## src/sv/rlec_pkg.sv

```systemverilog
// Shared types, constants and helper functions of the run-length escape compressor.
`timescale 1ns / 1ps
package rlec_pkg;

    localparam int BYTE_W             = 8;
    localparam int RUN_W              = 8;
    localparam int MIN_RUN_W          = 3;
    localparam int CNT3_W             = 3;
    localparam int MAX_RUN_DEFAULT    = 255;
    localparam int FIFO_DEPTH_DEFAULT = 4;
    localparam int CFG_IDX_W          = 1;

    localparam logic [BYTE_W-1:0]    ESCAPE_RESET  = 8'hFF;
    localparam logic [MIN_RUN_W-1:0] MIN_RUN_RESET = 3'd4;
    localparam logic [MIN_RUN_W-1:0] MIN_RUN_LOW   = 3'd1;
    localparam logic [MIN_RUN_W-1:0] MIN_RUN_HIGH  = 3'd4;
    localparam logic [BYTE_W-1:0]    ZERO_BYTE     = 8'h00;
    localparam logic [CNT3_W-1:0]    CODE_BYTES    = 3'd3;

    typedef enum logic [CFG_IDX_W-1:0] {
        CFG_ESCAPE  = 1'b0,
        CFG_MIN_RUN = 1'b1
    } cfg_idx_t;

    // Position codes inside a run code (escape, count, value)
    typedef enum logic [CNT3_W-1:0] {
        POS_ESC   = 3'd0,
        POS_COUNT = 3'd1,
        POS_VALUE = 3'd2
    } code_pos_t;

    // One queued command: up to two run flushes caused by one item
    typedef struct packed {
        logic              a_valid;
        logic [BYTE_W-1:0] a_value;
        logic [RUN_W-1:0]  a_len;
        logic              b_valid;
        logic [BYTE_W-1:0] b_value;
        logic [RUN_W-1:0]  b_len;
        logic              last;
    } rlec_cmd_t;

    function automatic logic [MIN_RUN_W-1:0] eff_min_run(input logic [MIN_RUN_W-1:0] m);
        logic [MIN_RUN_W-1:0] r;
        begin
            r = m;
            if (m < MIN_RUN_LOW)
                r = MIN_RUN_LOW;
            else if (m > MIN_RUN_HIGH)
                r = MIN_RUN_HIGH;
            return r;
        end
    endfunction

endpackage

```

## src/sv/rlec_if.sv

```systemverilog
// Valid/ready channel interfaces for raw input items and compressed result items.
`timescale 1ns / 1ps
interface rlec_in_if;
    import rlec_pkg::*;
    logic              valid;
    logic              ready;
    logic [BYTE_W-1:0] in_byte;
    logic              in_last;

    modport source (output valid, output in_byte, output in_last, input ready);
    modport sink   (input valid, input in_byte, input in_last, output ready);
endinterface

interface rlec_out_if;
    import rlec_pkg::*;
    logic              valid;
    logic              ready;
    logic [BYTE_W-1:0] out_byte;
    logic              out_last;
    logic              stream_end;

    modport source (output valid, output out_byte, output out_last, output stream_end,
                    input ready);
    modport sink   (input valid, input out_byte, input out_last, input stream_end,
                    output ready);
endinterface

```

## src/sv/rle_escape_compressor_core.sv

```systemverilog
// Top level of the escape-byte run-length compressor.
// Usage:
//   din takes one raw byte per item with in_last marking the stream's final byte.
//   dout gives compressed bytes; out_last marks the last byte caused by one input
//   item, stream_end the final byte of the stream. An item may cause 0 to 8 bytes.
//   cfg_we/cfg_index/cfg_data write the escape marker (index 0) and min_run
//   (index 1); write them only while the block is idle.
// Timing:
//   An input item is taken every cycle while the command queue has room.
//   The first byte of an item passes through the command queue and the output
//   register before it is driven on dout. The emitter drives one compressed byte
//   per cycle while dout is ready; items that only extend a run cause no bytes.
// Reset:
//   Clears the open run, the queue and the output valid flag; the escape marker
//   returns to 0xFF and min_run to 4.
// Backpressure:
//   When dout stalls the output register holds, the emitter waits, and the
//   queue fills; din.ready drops only once the queue is full.
`timescale 1ns / 1ps
module rle_escape_compressor_core
    import rlec_pkg::*;
#(
    parameter int MAX_RUN    = MAX_RUN_DEFAULT,
    parameter int FIFO_DEPTH = FIFO_DEPTH_DEFAULT
)(
    input  logic                 clk,
    input  logic                 rst_n,
    rlec_in_if.sink              din,
    rlec_out_if.source           dout,
    input  logic                 cfg_we,
    input  logic [CFG_IDX_W-1:0] cfg_index,
    input  logic [BYTE_W-1:0]    cfg_data
);

    logic [BYTE_W-1:0]    escape_reg;
    logic [MIN_RUN_W-1:0] min_run_reg;

    logic       push;
    rlec_cmd_t  push_data;
    logic       full;
    logic       pop;
    rlec_cmd_t  head;
    logic       not_empty;

    always_ff @(posedge clk or negedge rst_n)
    begin
        if (!rst_n)
        begin
            escape_reg  <= ESCAPE_RESET;
            min_run_reg <= MIN_RUN_RESET;
        end
        else if (cfg_we)
        begin
            case (cfg_idx_t'(cfg_index))
                CFG_ESCAPE:  escape_reg  <= cfg_data;
                CFG_MIN_RUN: min_run_reg <= cfg_data[MIN_RUN_W-1:0];
                default:     ;
            endcase
        end
    end

    rlec_front #(
        .MAX_RUN (MAX_RUN)
    ) u_front (
        .clk       (clk),
        .rst_n     (rst_n),
        .din       (din),
        .full      (full),
        .push      (push),
        .push_data (push_data)
    );

    rlec_fifo #(
        .DEPTH (FIFO_DEPTH)
    ) u_fifo (
        .clk       (clk),
        .rst_n     (rst_n),
        .push      (push),
        .push_data (push_data),
        .full      (full),
        .pop       (pop),
        .head      (head),
        .not_empty (not_empty)
    );

    rlec_back u_back (
        .clk       (clk),
        .rst_n     (rst_n),
        .escape    (escape_reg),
        .min_run   (min_run_reg),
        .head      (head),
        .not_empty (not_empty),
        .pop       (pop),
        .dout      (dout)
    );

endmodule

```

## src/sv/rlec_front.sv

```systemverilog
// Front end: tracks the open run and queues flush commands per accepted item.
`timescale 1ns / 1ps
module rlec_front
    import rlec_pkg::*;
#(
    parameter int MAX_RUN = MAX_RUN_DEFAULT
)(
    input  logic       clk,
    input  logic       rst_n,
    rlec_in_if.sink    din,
    input  logic       full,
    output logic       push,
    output rlec_cmd_t  push_data
);

    logic [BYTE_W-1:0] value_reg, value_next;
    logic [RUN_W-1:0]  len_reg, len_next;
    logic              accept;
    logic              flush_a;
    logic [BYTE_W-1:0] run_value;
    logic [RUN_W-1:0]  run_len;

    assign din.ready = !full;
    assign accept    = din.valid && din.ready;

    always_comb
    begin
        // Close the open run on a new byte or when it is already at the cap
        flush_a = (len_reg != '0) &&
                  ((din.in_byte != value_reg) || (len_reg >= RUN_W'(MAX_RUN)));
        if ((len_reg == '0) || flush_a)
        begin
            run_value = din.in_byte;
            run_len   = RUN_W'(1);
        end
        else
        begin
            run_value = value_reg;
            run_len   = len_reg + 1'b1;
        end

        push_data.a_valid = flush_a;
        push_data.a_value = value_reg;
        push_data.a_len   = len_reg;
        push_data.b_valid = din.in_last;
        push_data.b_value = run_value;
        push_data.b_len   = run_len;
        push_data.last    = din.in_last;
        push              = accept && (flush_a || din.in_last);

        value_next = value_reg;
        len_next   = len_reg;
        if (accept)
        begin
            if (din.in_last)
            begin
                value_next = ZERO_BYTE;
                len_next   = '0;
            end
            else
            begin
                value_next = run_value;
                len_next   = run_len;
            end
        end
    end

    always_ff @(posedge clk or negedge rst_n)
    begin
        if (!rst_n)
        begin
            value_reg <= '0;
            len_reg   <= '0;
        end
        else
        begin
            value_reg <= value_next;
            len_reg   <= len_next;
        end
    end

endmodule

```

## src/sv/rlec_fifo.sv

```systemverilog
// Short command queue between the front end and the byte emitter.
`timescale 1ns / 1ps
module rlec_fifo
    import rlec_pkg::*;
#(
    parameter int DEPTH = FIFO_DEPTH_DEFAULT
)(
    input  logic       clk,
    input  logic       rst_n,
    input  logic       push,
    input  rlec_cmd_t  push_data,
    output logic       full,
    input  logic       pop,
    output rlec_cmd_t  head,
    output logic       not_empty
);

    localparam int PTR_W = (DEPTH > 1) ? $clog2(DEPTH) : 1;
    localparam int CNT_W = $clog2(DEPTH + 1);

    rlec_cmd_t          entries_reg [DEPTH];
    logic [PTR_W-1:0]   wr_ptr_reg, wr_ptr_next;
    logic [PTR_W-1:0]   rd_ptr_reg, rd_ptr_next;
    logic [CNT_W-1:0]   count_reg, count_next;

    assign full      = (count_reg == CNT_W'(DEPTH));
    assign not_empty = (count_reg != '0);
    assign head      = entries_reg[rd_ptr_reg];

    always_comb
    begin
        wr_ptr_next = wr_ptr_reg;
        rd_ptr_next = rd_ptr_reg;
        if (push)
            wr_ptr_next = (wr_ptr_reg == PTR_W'(DEPTH - 1)) ? '0 : wr_ptr_reg + 1'b1;
        if (pop)
            rd_ptr_next = (rd_ptr_reg == PTR_W'(DEPTH - 1)) ? '0 : rd_ptr_reg + 1'b1;
        case ({push, pop})
            2'b10:   count_next = count_reg + 1'b1;
            2'b01:   count_next = count_reg - 1'b1;
            default: count_next = count_reg;
        endcase
    end

    always_ff @(posedge clk or negedge rst_n)
    begin
        if (!rst_n)
        begin
            wr_ptr_reg <= '0;
            rd_ptr_reg <= '0;
            count_reg  <= '0;
        end
        else
        begin
            wr_ptr_reg <= wr_ptr_next;
            rd_ptr_reg <= rd_ptr_next;
            count_reg  <= count_next;
        end
    end

    always_ff @(posedge clk)
    begin
        if (push)
            entries_reg[wr_ptr_reg] <= push_data;
    end

endmodule

```

## src/sv/rlec_back.sv

```systemverilog
// Back end: expands queued flush commands into compressed bytes, one per cycle while dout is ready.
`timescale 1ns / 1ps
module rlec_back
    import rlec_pkg::*;
(
    input  logic                 clk,
    input  logic                 rst_n,
    input  logic [BYTE_W-1:0]    escape,
    input  logic [MIN_RUN_W-1:0] min_run,
    input  rlec_cmd_t            head,
    input  logic                 not_empty,
    output logic                 pop,
    rlec_out_if.source           dout
);

    logic                 seg_reg, seg_next;
    logic [CNT3_W-1:0]    pos_reg, pos_next;
    logic                 valid_reg, valid_next;
    logic [BYTE_W-1:0]    byte_reg, byte_next;
    logic                 last_reg, last_next;
    logic                 end_reg, end_next;

    logic                 step;
    logic                 sel_b;
    logic [BYTE_W-1:0]    seg_value;
    logic [RUN_W-1:0]     seg_len;
    logic [MIN_RUN_W-1:0] min_eff;
    logic                 is_code;
    logic                 is_esc;
    logic [CNT3_W-1:0]    seg_count;
    logic                 seg_done;
    logic                 cmd_done;
    logic [BYTE_W-1:0]    cur_byte;

    assign dout.valid      = valid_reg;
    assign dout.out_byte   = byte_reg;
    assign dout.out_last   = last_reg;
    assign dout.stream_end = end_reg;

    assign step = not_empty && (!valid_reg || dout.ready);

    always_comb
    begin
        // Skip the first flush when the command has none
        sel_b     = seg_reg || !head.a_valid;
        seg_value = sel_b ? head.b_value : head.a_value;
        seg_len   = sel_b ? head.b_len : head.a_len;
        min_eff   = eff_min_run(min_run);
        is_code   = (seg_len >= RUN_W'(min_eff));
        is_esc    = (seg_value == escape);

        // Literal runs are shorter than min_run, so at most three bytes long
        if (is_code)
            seg_count = CODE_BYTES;
        else if (is_esc)
            seg_count = {seg_len[1:0], 1'b0};
        else
            seg_count = {1'b0, seg_len[1:0]};

        if (is_code)
        begin
            case (code_pos_t'(pos_reg))
                POS_ESC:   cur_byte = escape;
                POS_COUNT: cur_byte = seg_len;
                default:   cur_byte = seg_value;
            endcase
        end
        else if (is_esc)
            cur_byte = pos_reg[0] ? ZERO_BYTE : escape;
        else
            cur_byte = seg_value;

        seg_done = (pos_reg == seg_count - 1'b1);
        cmd_done = seg_done && (sel_b || !head.b_valid);
        pop      = step && cmd_done;

        seg_next   = seg_reg;
        pos_next   = pos_reg;
        valid_next = valid_reg;
        byte_next  = byte_reg;
        last_next  = last_reg;
        end_next   = end_reg;

        if (valid_reg && dout.ready)
            valid_next = 1'b0;

        if (step)
        begin
            valid_next = 1'b1;
            byte_next  = cur_byte;
            last_next  = cmd_done;
            end_next   = cmd_done && head.last;
            if (cmd_done)
            begin
                seg_next = 1'b0;
                pos_next = '0;
            end
            else if (seg_done)
            begin
                seg_next = 1'b1;
                pos_next = '0;
            end
            else
                pos_next = pos_reg + 1'b1;
        end
    end

    always_ff @(posedge clk or negedge rst_n)
    begin
        if (!rst_n)
        begin
            seg_reg   <= 1'b0;
            pos_reg   <= '0;
            valid_reg <= 1'b0;
        end
        else
        begin
            seg_reg   <= seg_next;
            pos_reg   <= pos_next;
            valid_reg <= valid_next;
        end
    end

    always_ff @(posedge clk)
    begin
        byte_reg <= byte_next;
        last_reg <= last_next;
        end_reg  <= end_next;
    end

endmodule
```

## src/flat_wrapper.sv

```systemverilog
// flat-port wrapper written by rule: the top's interface ports become plain ports
module rle_escape_compressor_core_flat import rlec_pkg::*;
#(
    parameter int MAX_RUN    = MAX_RUN_DEFAULT,
    parameter int FIFO_DEPTH = FIFO_DEPTH_DEFAULT
)
  (clk, rst_n, cfg_we, cfg_index, cfg_data, din_valid, din_in_byte, din_in_last, din_ready, dout_valid, dout_out_byte, dout_out_last, dout_stream_end, dout_ready);
  rlec_in_if din_i ();
  rlec_out_if dout_i ();
  input  logic clk;
  input  logic rst_n;
  input  logic cfg_we;
  input  logic [CFG_IDX_W-1:0] cfg_index;
  input  logic [BYTE_W-1:0] cfg_data;
  input wire logic [$bits(din_i.valid)-1:0] din_valid;
  input wire logic [$bits(din_i.in_byte)-1:0] din_in_byte;
  input wire logic [$bits(din_i.in_last)-1:0] din_in_last;
  output wire logic [$bits(din_i.ready)-1:0] din_ready;
  output wire logic [$bits(dout_i.valid)-1:0] dout_valid;
  output wire logic [$bits(dout_i.out_byte)-1:0] dout_out_byte;
  output wire logic [$bits(dout_i.out_last)-1:0] dout_out_last;
  output wire logic [$bits(dout_i.stream_end)-1:0] dout_stream_end;
  input wire logic [$bits(dout_i.ready)-1:0] dout_ready;
  assign din_i.valid = din_valid;
  assign din_i.in_byte = din_in_byte;
  assign din_i.in_last = din_in_last;
  assign din_ready = din_i.ready;
  assign dout_valid = dout_i.valid;
  assign dout_out_byte = dout_i.out_byte;
  assign dout_out_last = dout_i.out_last;
  assign dout_stream_end = dout_i.stream_end;
  assign dout_i.ready = dout_ready;
  rle_escape_compressor_core #(.MAX_RUN(MAX_RUN), .FIFO_DEPTH(FIFO_DEPTH)) u_core (.clk(clk), .rst_n(rst_n), .din(din_i), .dout(dout_i), .cfg_we(cfg_we), .cfg_index(cfg_index), .cfg_data(cfg_data));
endmodule
```

## config.mk

```make
export PLATFORM = sky130hd
export DESIGN_NAME = rle_escape_compressor_core_flat
export DESIGN_NICKNAME = d
export VERILOG_FILES = /design/src/sv/rlec_pkg.sv /design/src/sv/rlec_if.sv /design/src/sv/rle_escape_compressor_core.sv /design/src/sv/rlec_front.sv /design/src/sv/rlec_fifo.sv /design/src/sv/rlec_back.sv /design/src/flat_wrapper.sv
export SDC_FILE = /design/constraint.sdc
export NUM_CORES = 1
export LEC_CHECK = 0
export ABC_AREA = 0
export ABC_CLOCK_PERIOD_IN_PS = 4770
export BUFFER_PORTS_ARGS = -buffer_cell sky130_fd_sc_hd__buf_2
export CAP_MARGIN = 15
export CORE_ASPECT_RATIO = 0.6
export CORE_MARGIN = 1.5
export CORE_UTILIZATION = 56
export CTS_CLUSTER_SIZE = 25
export DETAILED_ROUTE_END_ITERATION = 8
export PLACE_DENSITY = 0.76
export SETUP_SLACK_MARGIN = 0.1
export SLEW_MARGIN = 20
export SYNTH_ARGS = -nofsm -noshare
export SYNTH_HDL_FRONTEND = slang
export SYNTH_HIERARCHICAL = 1
export SYNTH_SLANG_ARGS = --single-unit
```

## constraint.sdc

```tcl
create_clock -name clk -period 4.77 [get_ports clk]
set_input_delay 0.477 -clock clk [delete_from_list [all_inputs] [get_ports clk]]
set_output_delay 0.477 -clock clk [all_outputs]
set_load 0.005 [all_outputs]
```

# Yosys cells after proc, flatten, opt, wreduce, memory -nomap -nowiden
# Memories as Yosys holds them, arrays and structs flattened.
# Index checks and enable logic that the tools add are counted.
dict set report op_classes {
  addsub 7
  n_lt_le_gt_ge 4
  eq_ne 9
  muxes 25
  bitwise_logic 1
  reduce_logical 28
}
# cell n
set ops {}
lappend ops {{8-bit 2-to-1 mux} 9}
lappend ops {{3-bit 2-to-1 mux} 6}
lappend ops {{8-bit one-hot mux with 2 select lines} 1}
lappend ops {{8-bit by 1-bit adder with 8-bit output, second input constant} 1}
lappend ops {{8-bit == test} 1}
lappend ops {{8-bit by 3-bit >= comparator with 1-bit output} 1}
lappend ops {{8-bit >= comparator, second input constant} 1}
lappend ops {{1-bit logical AND} 8}
lappend ops {{8-bit logical NOT} 1}
lappend ops {{8-bit inequality test} 1}
lappend ops {{8-bit nonzero test} 1}
lappend ops {{3-bit by 1-bit adder with 3-bit output, second input constant} 2}
lappend ops {{2-bit == test, second input constant} 3}
lappend ops {{1-bit logical OR} 6}
lappend ops {{1-bit 2-to-1 mux} 6}
lappend ops {{3-bit one-hot mux with 2 select lines} 1}
lappend ops {{2-bit AND reduction} 3}
lappend ops {{2-bit nonzero test} 3}
lappend ops {{3-bit by 1-bit subtractor with 3-bit output, second input constant} 2}
lappend ops {{2-bit by 1-bit adder with 2-bit output, second input constant} 2}
lappend ops {{1-bit logical NOT} 4}
lappend ops {{2-bit 2-to-1 mux} 2}
lappend ops {{3-bit by 1-bit == test with 1-bit output, second input constant} 1}
lappend ops {{3-bit == test} 1}
lappend ops {{other kinds (7)} 7}
dict set report word_totals {
  reg_bits 49
  ram_bits 140
  in_bits 23
  output_inout_bits 12
  n_memories 1
}
# memory depth width read_ports rd_clocked_by_memory_dff wr line
set mem_list {}
lappend mem_list {u_core.u_fifo.entries_reg 4 35 1 0 1 rlec_fifo.sv:21} ;# rlec_cmd_t entries_reg [DEPTH];

# Depth between registers and ports, before layout
# Gate-level depths: netlist (run 1).
# An unclocked memory read counts as a cell.
dict set report depth {
  depth_word 13
  mapped_depth 25
  mapped_depth_nobuf 22
}

# Hierarchy
# Netlist (run 1), hierarchy kept.
# module instances cells_per_inst area_per_inst_um2
set modules_own_cells {}
lappend modules_own_cells {rlec_fifo 1 222 5525.3}
lappend modules_own_cells {rlec_back 1 182 1537.7}
lappend modules_own_cells {rlec_front 1 135 1083.5}
lappend modules_own_cells {rle_escape_compressor_core 1 25 469.2}

# Worst setup path after synthesis (run 1)
# No wires, ideal clock.
dict set report synth_timing {
  path_type {reg2reg}
  startpoint {register u_core.u_fifo.rd_ptr_reg[0]}
  endpoint {register u_core.u_fifo.count_reg[2]}
  arrival_time_ns 4.802
  required_time_ns 4.691
  path_slack_ns -0.111
  path_stages_with_launch 25
  synth_period_minus_slack_ns 4.881
  cell_sequence {dfrtp_1 -> buf_6 -> buf_12 -> mux4_2 -> nor2b_2 -> buf_6 -> mux2i_1 -> ha_1 -> nor3b_1 -> nor2_1 -> nor4b_4 -> o31ai_1 -> inv_1 -> ha_1 -> xnor2_1 -> nor2b_1 -> mux2i_1 -> nor2_1 -> and3_1 -> ha_1 -> inv_1 -> fa_1 -> xor2_1 -> nor2_1 -> xor2_1}
}
# item line
set synth_rtl {}
lappend synth_rtl {{start, declared} rlec_fifo.sv:23} ;# logic [PTR_W-1:0] rd_ptr_reg, rd_ptr_next;
lappend synth_rtl {{start signal, assigned} rlec_fifo.sv:56} ;# rd_ptr_reg <= rd_ptr_next;
lappend synth_rtl {{end signal, assigned} rlec_fifo.sv:57} ;# count_reg <= count_next;
lappend synth_rtl {{end, declared} rlec_fifo.sv:24} ;# logic [CNT_W-1:0] count_reg, count_next;

==> reports/qor.yml, run 1 <==
sta:
  finalCritPeriodShare_pct: 100.1
  finalCriticalPeriod_ns: 4.775
  rsz0062_at_grt: "true"
  worst_slack_ns: -0.004527
  setup_viol: 1
  slew_violations: 0
  fmax_mhz: 209.4
  max_slew_margin_pct: 41.85
  hold_violations: 0
  tightest_slew_ns: 0.8691
  final.setup_skew_ns: 0.01632
die:
  dieArea_mm2: 0.01616
  die_h_um: 99.08
  io_pins: 35
  num_rows: 34
  die_w_um: 163.1
  start_util_pct: 58.37
  coreArea_mm2: 0.01476
worst_setup_path:
  crit_end: "u_core/u_fifo/count_reg[2]"
  cp.depth: 22
  path_buf_inv: 3
  r2r_end: "u_core/u_fifo/count_reg[2]"
  reg2reg_slack_ns: -0.005
  max_stage_delay_ns: 0.52
  crit_family: "simple AND/OR/NAND/NOR gates"
  crit_path_cell_trace: "mux4_2 -> nor2b_4 -> buf_12 -> mux2i_4 -> ha_4 -> nor3b_2 -> nor2_2 -> nor4b_4 -> o31ai_4 -> inv_2 -> ha_4 -> xnor2_2 -> nor2b_1 -> mux2i_2 -> nor2_1 -> and3_1 -> ha_2 -> inv_2 -> fa_2 -> xor2_1 -> nor2_1 -> xor2_1"
  worst_ep_required_time_ns: 5.12
  cpMaxStageDelayCell: "mux4_2"
  crit_type: "flop to flop"
  crit_fanout: 5
  worstSetupStartpoint: "u_core/u_fifo/rd_ptr_reg[0]"
  regToRegStartpoint: "u_core/u_fifo/rd_ptr_reg[0]"
  arrival_ns: 5.13
  ff2ff_path_depth: 22
  cp-start-kind: "flop"
  critPathCaptureType: "flop"
placed_design:
  place_inst: 779
  dp_hpwl_um: 12370
  portBuffers: 34
  gp_congestion: 0.9284
synthesis:
  synth_common_cells: "edfxtp_1 (150), nand2_1 (36), nor2_1 (31)"
  ys_types: 54
  synth_top_area_share_pct: 52.28
  synth_area_mm2: 0.008616
  synth_edf_count: 150
  syn_inst: 564
  syn-mean-instance-area_um2: 15.28
  ys_warn_count: 6
  synth_flop_cell: "edfxtp_1"
  synth_top_cell_by_area: "edfxtp_1"
  syn-num-nets: 603
  yosysMostFrequentCell: "edfxtp_1"
  synth-seq-cells: 189
  synthArstFlopShare_pct: 20.63
  synth.area.top_cells: "edfxtp_1 (52%), dfrtp_1 (8.7%), mux4_2 (7.3%)"
  ys_seq_area_share_pct: 63.74
layout:
  area_delta_synth_final_pct: 13.35
  layout.cells.non_filler: 823
  multi_input_area_mm2: 0.002899
  largest_reg_flops: 140
  regArea_mm2: 0.005493
  fillers: 973
  drive_gt1_share_pct: 29.76
  n_antenna_cell: 0
  finalNetCount: 651
clock_tree:
  clkSinkCount: 189
  cts_tree: "yes"
  clock_tree.root_cell: "clkbuf_16"
  htreeDepth: 4
  cts_buffers: 17
  clk_latency_ns: 0.43
  hold_buffers: 0
  clock_path_buffers: 2
  clk_pin_slew_worst_paths_ns: 0.07
routing:
  vias: 5059
  dr.pass1.iters: 5
  drt_iter0_drc: 455
  detail_route.wl_per_cell_um: 22.71
  wl_um: 18690
  ant_nets: 0
  drc: 0
  via_per_inst: 6.147
power_and_ir_drop:
  p_leak_uw: 0.003544
  peakVddDrop_v: 0.0002917
  design_power_total_uw: 6068
  power_density_mw_per_mm2: 621.4
status:
  status: "complete, but fails checks"
  violations: "negative setup slack"
grt:
  grt_pass1_vias: 4987
  grt_max_degree: 40
  grt_overflow: 0
  grt_pass1_wl_um: 28820
  antenna_found_initial: 0
  grt_usage_pct: 24.89
run:
  drv_cap: 0
worst_hold_path:
  hold_class: "input port to async pin"
-- metal layers --
layer	GRT usage, %	wire length (µm)	vias up
met5	0	0	-
met1	37.86	8639	2617
met2	37.38	8525	215
met3	4.672	1383	13
li1	-	-	2214
met4	6.351	142	0
-- cells by family (layout without fill, tap and decap cells) --
family / Yosys count / count (layout) / synth area share (%)
mux: 69 / 69 / 14.07
simple gates: 127 / 127 / 7.740
compound gates: 70 / 70 / 4.923
xor+xnor: 32 / 32 / 3.340
buf+inv: 61 / 122 / 3.776
fa+ha+maj: 16 / 16 / 2.411
flops: 189 / 189 / 63.74
-- report_power, final --
group	internal [µW]	switching (µW)	total [µW]
combinational	1040	1240	2280
sequential	2180	185	2370
clock	751	666	1420
total	3980	2090	6070
-- layout by cell type (no fill, tap or decap), drive strengths merged, types with 10 or more instances in the layout --
master	instances
a21oi	21
buf	62
clkbuf	17
dfrtp	30
edfxtp	150
ha	15
inv	36
mux2	22
mux2i	12
mux4	35
nand2	37
nand2b	10
nor2	31
o21ai	27
xnor2	21
xor2	11
-- through the flow --
step                      worst slack [ns]  cell area (µm²)  util [%]  setup TNS (ns)  hold WS [ns]
final                            -0.004527             9766     66.16       -0.004527       0.04055
after floorplan                  -0.008550             8648         -       -0.008550        0.1814
after detailed placement          -0.05321             8992     60.92        -0.05321        0.4812
after global routing               -0.2515             9766     66.16         -0.2923       0.06006
after global placement              0.1364             8992     60.92               0        0.4636
after CTS                           0.1109             9668     65.49               0        0.2515
-- how the worst min path moves through the flow --
stage | slack (ns) | depth (start not counted) | from | end
floorplan | 0.18 | 0 | rst_n | u_core/min_run_reg[0]
global placement | 0.46 | 1 | u_core/u_fifo/count_reg[2] | u_core/u_fifo/count_reg[2]
detailed placement | 0.48 | 1 | u_core/u_fifo/count_reg[2] | u_core/u_fifo/count_reg[2]
CTS | 0.25 | 1 | rst_n | u_core/u_front/value_reg[6]
global route | 0.06 | 1 | rst_n | u_core/u_front/value_reg[6]
finish | 0.04 | 1 | rst_n | u_core/u_front/value_reg[6]
-- layout make-up --
type | instances | area share (%)
flip-flops and latches | 189 | 56.25
multi-input cells | 314 | 29.69
clock buffers | 17 | 4.356
repair buffers | 62 | 4.305
well taps | 198 | 2.537
clock inverters | 15 | 1.794
inverters | 28 | 1.076
-- what timing repair did --
item | 4_1_cts | 5_1_grt
setup endpoints to repair | 2 | 2
resized for setup | 3 | 13
pin swaps | 2 | 7
buffers inserted | 8 | 4
No activity file was read; power rests on OpenSTA's default activity.
==> run 2: changes to the inputs <==
- GPL_TIMING_DRIVEN: default -> 0
==> run 2 against run 1 <==
The run still ends with negative setup slack left. Register-to-register slack barely moved. Worst setup slack got worse by 0.0073 ns. Combinational power rose by 13%. Die area did not move. Total power rose by 3.8%. Sequential cell count did not move. Global-route usage rose by 0.69 points. Critical path type unchanged. Highest routed layer unchanged.
==> reports/qor.yml, run 2 (same netlist as run 1, synthesis figures left out) <==
status:
  status: "complete, but fails checks"
  violations: "negative setup slack"
layout:
  finalNetCount: 682  # +4.8%
  n_antenna_cell: 0  # unchanged
  layout_commonest_cell: "edfxtp_1"
  layout.cells.non_filler: 854  # +3.8%
  drive_gt1_share_pct: 31.55  # +1.8 points
  area_delta_synth_final_pct: 17.22
  largest_reg_flops: 140  # unchanged
  layout_common_cells: "edfxtp_1 (150), nand2_1 (36), buf_2 (35), buf_4 (30), dfrtp_1 (30)"
sta:
  hold_violations: 0  # unchanged
  rsz0062_at_grt: "true"
  finalCritPeriodShare_pct: 100.2  # +0.15 points
  worst_slack_ns: -0.01183  # -0.007303 ns
  final.setup_skew_ns: 0.01425  # -0.002065 ns
  max_slew_margin_pct: 51.52  # +9.7 points
  finalCriticalPeriod_ns: 4.782  # +0.007303 ns
  tightest_slew_ns: 0.7272  # -0.1419 ns
  slew_violations: 0  # unchanged
  tns_ns: -0.01183  # -0.007303 ns
  fmax_mhz: 209.1  # -0.15%
  setup_viol: 1  # unchanged
routing:
  drc: 0  # unchanged
  ant_nets: 0  # unchanged
  wl_um: 19190  # +2.7%
  via_per_inst: 6.008  # -2.3%
  detail_route.wl_per_cell_um: 22.47  # -1.1%
  vias: 5131  # +1.4%
  drt_iter0_drc: 562  # +24%
  dr.pass1.iters: 7  # +2
grt:
  grt_pass1_vias: 5144  # +3.1%
  grt_pass1_wl_um: 29370  # +1.9%
  grt_usage_pct: 25.58  # +0.69 points
  grt_max_degree: 40  # unchanged
  grt_overflow: 0  # unchanged
  antenna_found_initial: 0  # unchanged
clock_tree:
  htreeDepth: 4  # unchanged
  clock_tree.root_cell: "clkbuf_16"
  clkSinkCount: 189  # unchanged
  hold_buffers: 0  # unchanged
  clk_latency_ns: 0.43  # about the same
  clock_path_buffers: 2  # unchanged
  cts_tree: "yes"
  cts_buffers: 17  # unchanged
  clk_pin_slew_worst_paths_ns: 0.07  # about the same
placed_design:
  place_inst: 799  # +2.6%
  dp_hpwl_um: 12820  # +3.6%
  portBuffers: 33  # -2.9%
  gp_congestion: 0.9303  # +0.20%
die:
  start_util_pct: 58.37  # unchanged
  num_rows: 34  # unchanged
  die_w_um: 163.1  # unchanged
  die_h_um: 99.08  # unchanged
  io_pins: 35  # unchanged
  coreArea_mm2: 0.01476  # unchanged
  dieArea_mm2: 0.01616  # unchanged
power_and_ir_drop:
  p_leak_uw: 0.003676  # +3.7%
  peakVddDrop_v: 0.0002939  # +0.76%
  power_density_mw_per_mm2: 623.5  # +0.35%
worst_setup_path:
  worst_ep_required_time_ns: 5.13  # about the same
  ff2ff_path_depth: 23  # +4.5%
  critPathCaptureType: "flop"
  arrival_ns: 5.14  # about the same
  cp-start-kind: "flop"
  crit_fanout: 10  # +5
  crit_type: "flop to flop"
worst_hold_path:
  hold_class: "input port to async pin"
run:
  drv_cap: 0  # unchanged
## run 2: cell count changes in the layout (fill, tap and decap cells not counted), moves of 3 or more
cell      previous run  this run
clkinv_2             0         3
inv_8                4         1
clkbuf_1             0        16
buf_12               3         7
and2_1               6         2
clkbuf_8             0         3
ha_4                 2         5
and2_2               0         4
inv_6                4         1
buf_4               26        30
## run 2: worst max-delay path: stages, from the launching register on
cell     delay, ns
dfrtp_1       0.39
buf_12        0.14
buf_4         0.16
buf_12        0.16
mux4_2        0.58
xnor2_1       0.23
nand4_1       0.20
nor3_4        0.29
or2_4         0.21
nor2_1        0.05
a21oi_1       0.21
nor2b_4       0.07
ha_4          0.16
xnor2_1       0.20
nor2b_2       0.21
mux2i_2       0.10
nor2_2        0.11
and3_4        0.25
ha_4          0.15
inv_2         0.04
fa_2          0.35
xor2_1        0.15
nor2_1        0.14
xor2_1        0.16
## run 2: stage by stage
stage | power (µW) | area (µm²) | utilization, % | setup WS (ns) | hold slack [ns]
3_5_place_dp | 4593 | 9161 | 62.06 | -1.157 | 0.4817
6_report | 6297 | 10100 | 68.42 | -0.01183 | 0.04685
2_1_floorplan | 3895 | 8648 | - | -0.008550 | 0.1814
4_1_cts | 6241 | 10060 | 68.15 | 0.06432 | 0.2361
5_1_grt | 6590 | 10100 | 68.42 | -0.1894 | 0.09011
3_3_place_gp | 4454 | 9061 | 61.38 | -0.9729 | 0.4642
## run 2: final cells by class
type / count / area, µm²
Inverter: 28 / 105.1
Clock buffer: 20 / 466.7
Multi-Input combinational cell: 314 / 2990
Buffer: 32 / 245.2
Sequential cell: 189 / 5492
Clock inverter: 12 / 110.1
Tap cell: 198 / 247.7
Timing Repair Buffer: 61 / 442.9
Fill cell: 981 / 4662
## run 2: worst paths after layout
check | startpoint | to | slack [ns]
worst max-delay path | u_core/u_fifo/rd_ptr_reg[0] | u_core/u_fifo/count_reg[2] | -0.01
min in group clk | din_in_last | u_core/u_fifo/entries_reg[3][0] | 0.25
max in group asynchronous | rst_n | u_core/u_front/value_reg[4] | 4.30
worst max register to register | u_core/u_fifo/rd_ptr_reg[0] | u_core/u_fifo/count_reg[2] | -0.01
worst min-delay path | rst_n | u_core/u_front/value_reg[2] | 0.05
worst min register to register | u_core/u_fifo/count_reg[0] | u_core/u_fifo/count_reg[0] | 0.50
## run 2: timing repair
item / 4_1_cts / 5_1_grt
buffers inserted: 22 / 2
resized for setup: 31 / 5
endpoints found under the setup margin: 10 / 2
pin swaps: 13 / 1
## run 2: report_power, final
part	internal (µW)	switching, µW
sequential	2180	168
combinational	1200	1380
clock	764	606
## run 2: layer usage
| layer | share of wire, % | up-vias | track usage [%] | wire (µm) |
|---|---|---|---|---|
| li1 | - | 2277 | - | - |
| met1 | 44 | 2621 | 37.90 | 8463 |
| met2 | 46 | 220 | 38.30 | 8785 |
| met3 | 9.3 | 13 | 6.692 | 1782 |
| met4 | 0.82 | 0 | 5.999 | 158 |
| met5 | 0 | - | 0 | 0 |
==> run 3: changes to the inputs <==
- BUFFER_PORTS_ARGS: -buffer_cell sky130_fd_sc_hd__buf_2 -> default
- CORE_UTILIZATION: 56 -> 57
- DONT_BUFFER_PORTS: default -> 1
- GPL_TIMING_DRIVEN: 0 -> default
- PLACE_DENSITY: 0.76 -> 0.75
- SETUP_SLACK_MARGIN: 0.1 -> 0.5
==> run 3 against run 2 <==
The flow now finishes without violations. Count of clock-buffer cells in the layout shrank 2. Cell area shrank 2.1%. Sequential share of layout area grew 1.2 points. Worst setup slack gained 0.035 ns. Sequential power grew 2%. Critical endpoint is now u_core/u_back/dout.stream_end. Clock power is essentially flat. Utilization shrank 0.87 points. Largest cell class unchanged. Critical path depth grew 1. Largest power group unchanged. Maximum frequency grew 0.73%. Register-to-register slack gained 0.03 ns. Clock skew shrank 0.00057 ns. Combinational power shrank 2%.
==> reports/qor.yml, run 3 (same netlist as run 1, synthesis figures left out) <==
worst_setup_path:
  cp-start-kind: "flop"
  crit_type: "flop to flop"
  crit_fanout: 5  # -5
  path_buf_inv: 10  # +6
  critPathCaptureType: "flop"
  cpMostUsedCell: "buf_4"
  cpMaxStageDelayCell: "dfrtp_2"
  max_stage_delay_ns: 0.47  # -0.11 ns
  arrival_ns: 4.94  # -0.20 ns
  crit_family: "buffers and inverters"
  crit_path_cell_trace: "mux4_2 -> nor2b_4 -> mux2i_2 -> inv_2 -> ha_4 -> o21ai_2 -> nor2_2 -> nor4b_4 -> o31ai_2 -> inv_1 -> ha_4 -> xnor2_4 -> nor2_1 -> mux2i_1 -> nor2_1 -> buf_4 -> buf_4 -> buf_4 -> buf_4 -> buf_4 -> buf_4 -> buf_4 -> buf_4 -> and3_1"
  worst_ep_required_time_ns: 4.96  # -0.17 ns
layout:
  largest_reg_flops: 140  # unchanged
  fin_util_pct: 67.55  # -0.87 points
  n_antenna_cell: 0  # unchanged
  fillers: 974  # -0.71%
  drive_gt1_share_pct: 29.59  # -2.0 points
  finalNetCount: 641  # -6.0%
  layout_commonest_cell: "edfxtp_1"
  area_delta_synth_final_pct: 14.74
  layout_common_cells: "edfxtp_1 (150), buf_4 (46), nand2_1 (36), nor2_1 (30), mux4_2 (30)"
routing:
  drc: 0  # unchanged
  ant_nets: 0  # unchanged
  detail_route.wl_per_cell_um: 24.27  # +8.0%
  dr.pass1.iters: 5  # -2
  vias: 4923  # -4.1%
  drt_iter0_drc: 470  # -16%
  via_per_inst: 6.055  # +0.78%
  wl_um: 19730  # +2.8%
power_and_ir_drop:
  peakVddDrop_v: 0.0002847  # -3.1%
  p_int_uw: 4097  # -1.1%
  power_frac_comb_pct: 40.2  # -0.7 points
  clock_power_share_pct: 21.6  # -0.2 points
  seq_power_share_pct: 38.1  # +0.8 points
  power_switching_uw: 2207  # +2.5%
  p_leak_uw: 0.003552  # -3.4%
  power_density_mw_per_mm2: 637.7  # +2.3%
  sw_frac_of_total_pct: 35.01  # +0.80 points
placed_design:
  gp_congestion: 0.9323  # +0.21%
  post-place-ws_ns: -0.01380  # +1.143 ns
  dp_hpwl_um: 12390  # -3.3%
  portBuffers: 0  # -100%
clock_tree:
  clock_path_buffers: 2  # unchanged
  clk_latency_ns: 0.43  # about the same
  cts_tree: "yes"
  clk_pin_slew_worst_paths_ns: 0.08  # about the same
  clkSinkCount: 189  # unchanged
  cts_buffers: 17  # unchanged
  clock_tree.root_cell: "clkbuf_16"
  htreeDepth: 4  # unchanged
grt:
  grt_max_degree: 40  # unchanged
  antenna_found_initial: 0  # unchanged
  grt_overflow: 0  # unchanged
  grt_usage_pct: 26.34  # +0.76 points
  grt_pass1_wl_um: 30080  # +2.4%
  grt_pass1_vias: 4991  # -3.0%
sta:
  finalCriticalPeriod_ns: 4.747  # -0.03458 ns
  hold_violations: 0  # unchanged
  slew_violations: 0  # unchanged
  rsz0062_at_grt: "true"
  fmax_mhz: 210.6  # +0.73%
  final.setup_skew_ns: 0.01369  # -0.0005670 ns
  max_slew_margin_pct: 26.65  # -25 points
  setup_viol: 0  # -1
  hold_ws_ns: 0.1351  # +0.08824 ns
  tightest_slew_ns: 1.100  # +0.3730 ns
  finalCritPeriodShare_pct: 99.52  # -0.73 points
  worst_slack_ns: 0.02275  # +0.03458 ns
die:
  io_pins: 35  # unchanged
  start_util_pct: 58.87  # +0.51 points
  num_rows: 34  # unchanged
  die_h_um: 98.23  # -0.86%
  die_w_um: 161.7  # -0.86%
  dieArea_mm2: 0.01589  # -1.7%
  coreArea_mm2: 0.01463  # -0.87%
run:
  drv_cap: 0  # unchanged
status:
  status: "completed"
worst_hold_path:
  hold_class: "input port to flop"
[run 3: power groups by stage]
stage / Combinational, µW / Clock (µW) / Sequential [µW]
after floorplan: 1570 / 0 / 2340
after global placement: 1940 / 0 / 2400
final: 2540 / 1360 / 2400
after detailed placement: 2000 / 0 / 2420
after CTS: 2370 / 1380 / 2400
after global routing: 2710 / 1440 / 2440
[run 3: repair_timing]
item	in CTS	in global routing
pin swaps	9	5
setup buffers	27	6
endpoints found under the setup margin	2	8
hold buffers	2	0
gates cloned	1	0
resized for setup	22	6
endpoints found under the hold margin	39	0
[run 3: through the flow]
| stage | area (µm²) | std cells | power, µW | setup TNS (ns) |
|---|---|---|---|---|
| floorplan | 8658 | 564 | 3902 | 0 |
| global placement | 8845 | 745 | 4344 | 0 |
| detailed placement | 8845 | 745 | 4427 | -0.01380 |
| CTS | 9798 | 807 | 6147 | 0 |
| global route | 9886 | 813 | 6591 | -0.2617 |
| finish | 9886 | 813 | 6304 | 0 |
[run 3: worst paths after layout]
| check | to | from | slack [ns] | cells after the start |
|---|---|---|---|---|
| worst max-delay path | u_core/u_back/dout.stream_end | u_core/u_fifo/rd_ptr_reg[0] | 0.02 | 24 |
| worst min-delay path | u_core/u_fifo/entries_reg[0][12] | din_in_byte[3] | 0.14 | 0 |
| worst max register to register | u_core/u_back/dout.stream_end | u_core/u_fifo/rd_ptr_reg[0] | 0.02 | 24 |
| worst min register to register | u_core/u_fifo/count_reg[0] | u_core/u_fifo/count_reg[0] | 0.51 | 1 |
| max in group asynchronous | u_core/escape_reg[0] | rst_n | 3.89 | 2 |
| min in group asynchronous | u_core/u_front/value_reg[2] | rst_n | 0.60 | 2 |
[run 3: cell type report]
type                    count  area (µm²)  area share (%)
inverters                  28       105.1           1.063
multi-input cells         314        2990           30.25
repair buffers             52       475.5           4.810
clock buffers              18       429.2           4.341
well taps                 198       247.7           2.506
clock inverters            14       145.1           1.468
flip-flops and latches    189        5493           55.56
[run 3: routing by layer]
layer  track usage, %  wire length (µm)
met5                0                 0
met4            7.198               303
met3            5.565              1337
met2            39.29              9020
met1            39.81              9072
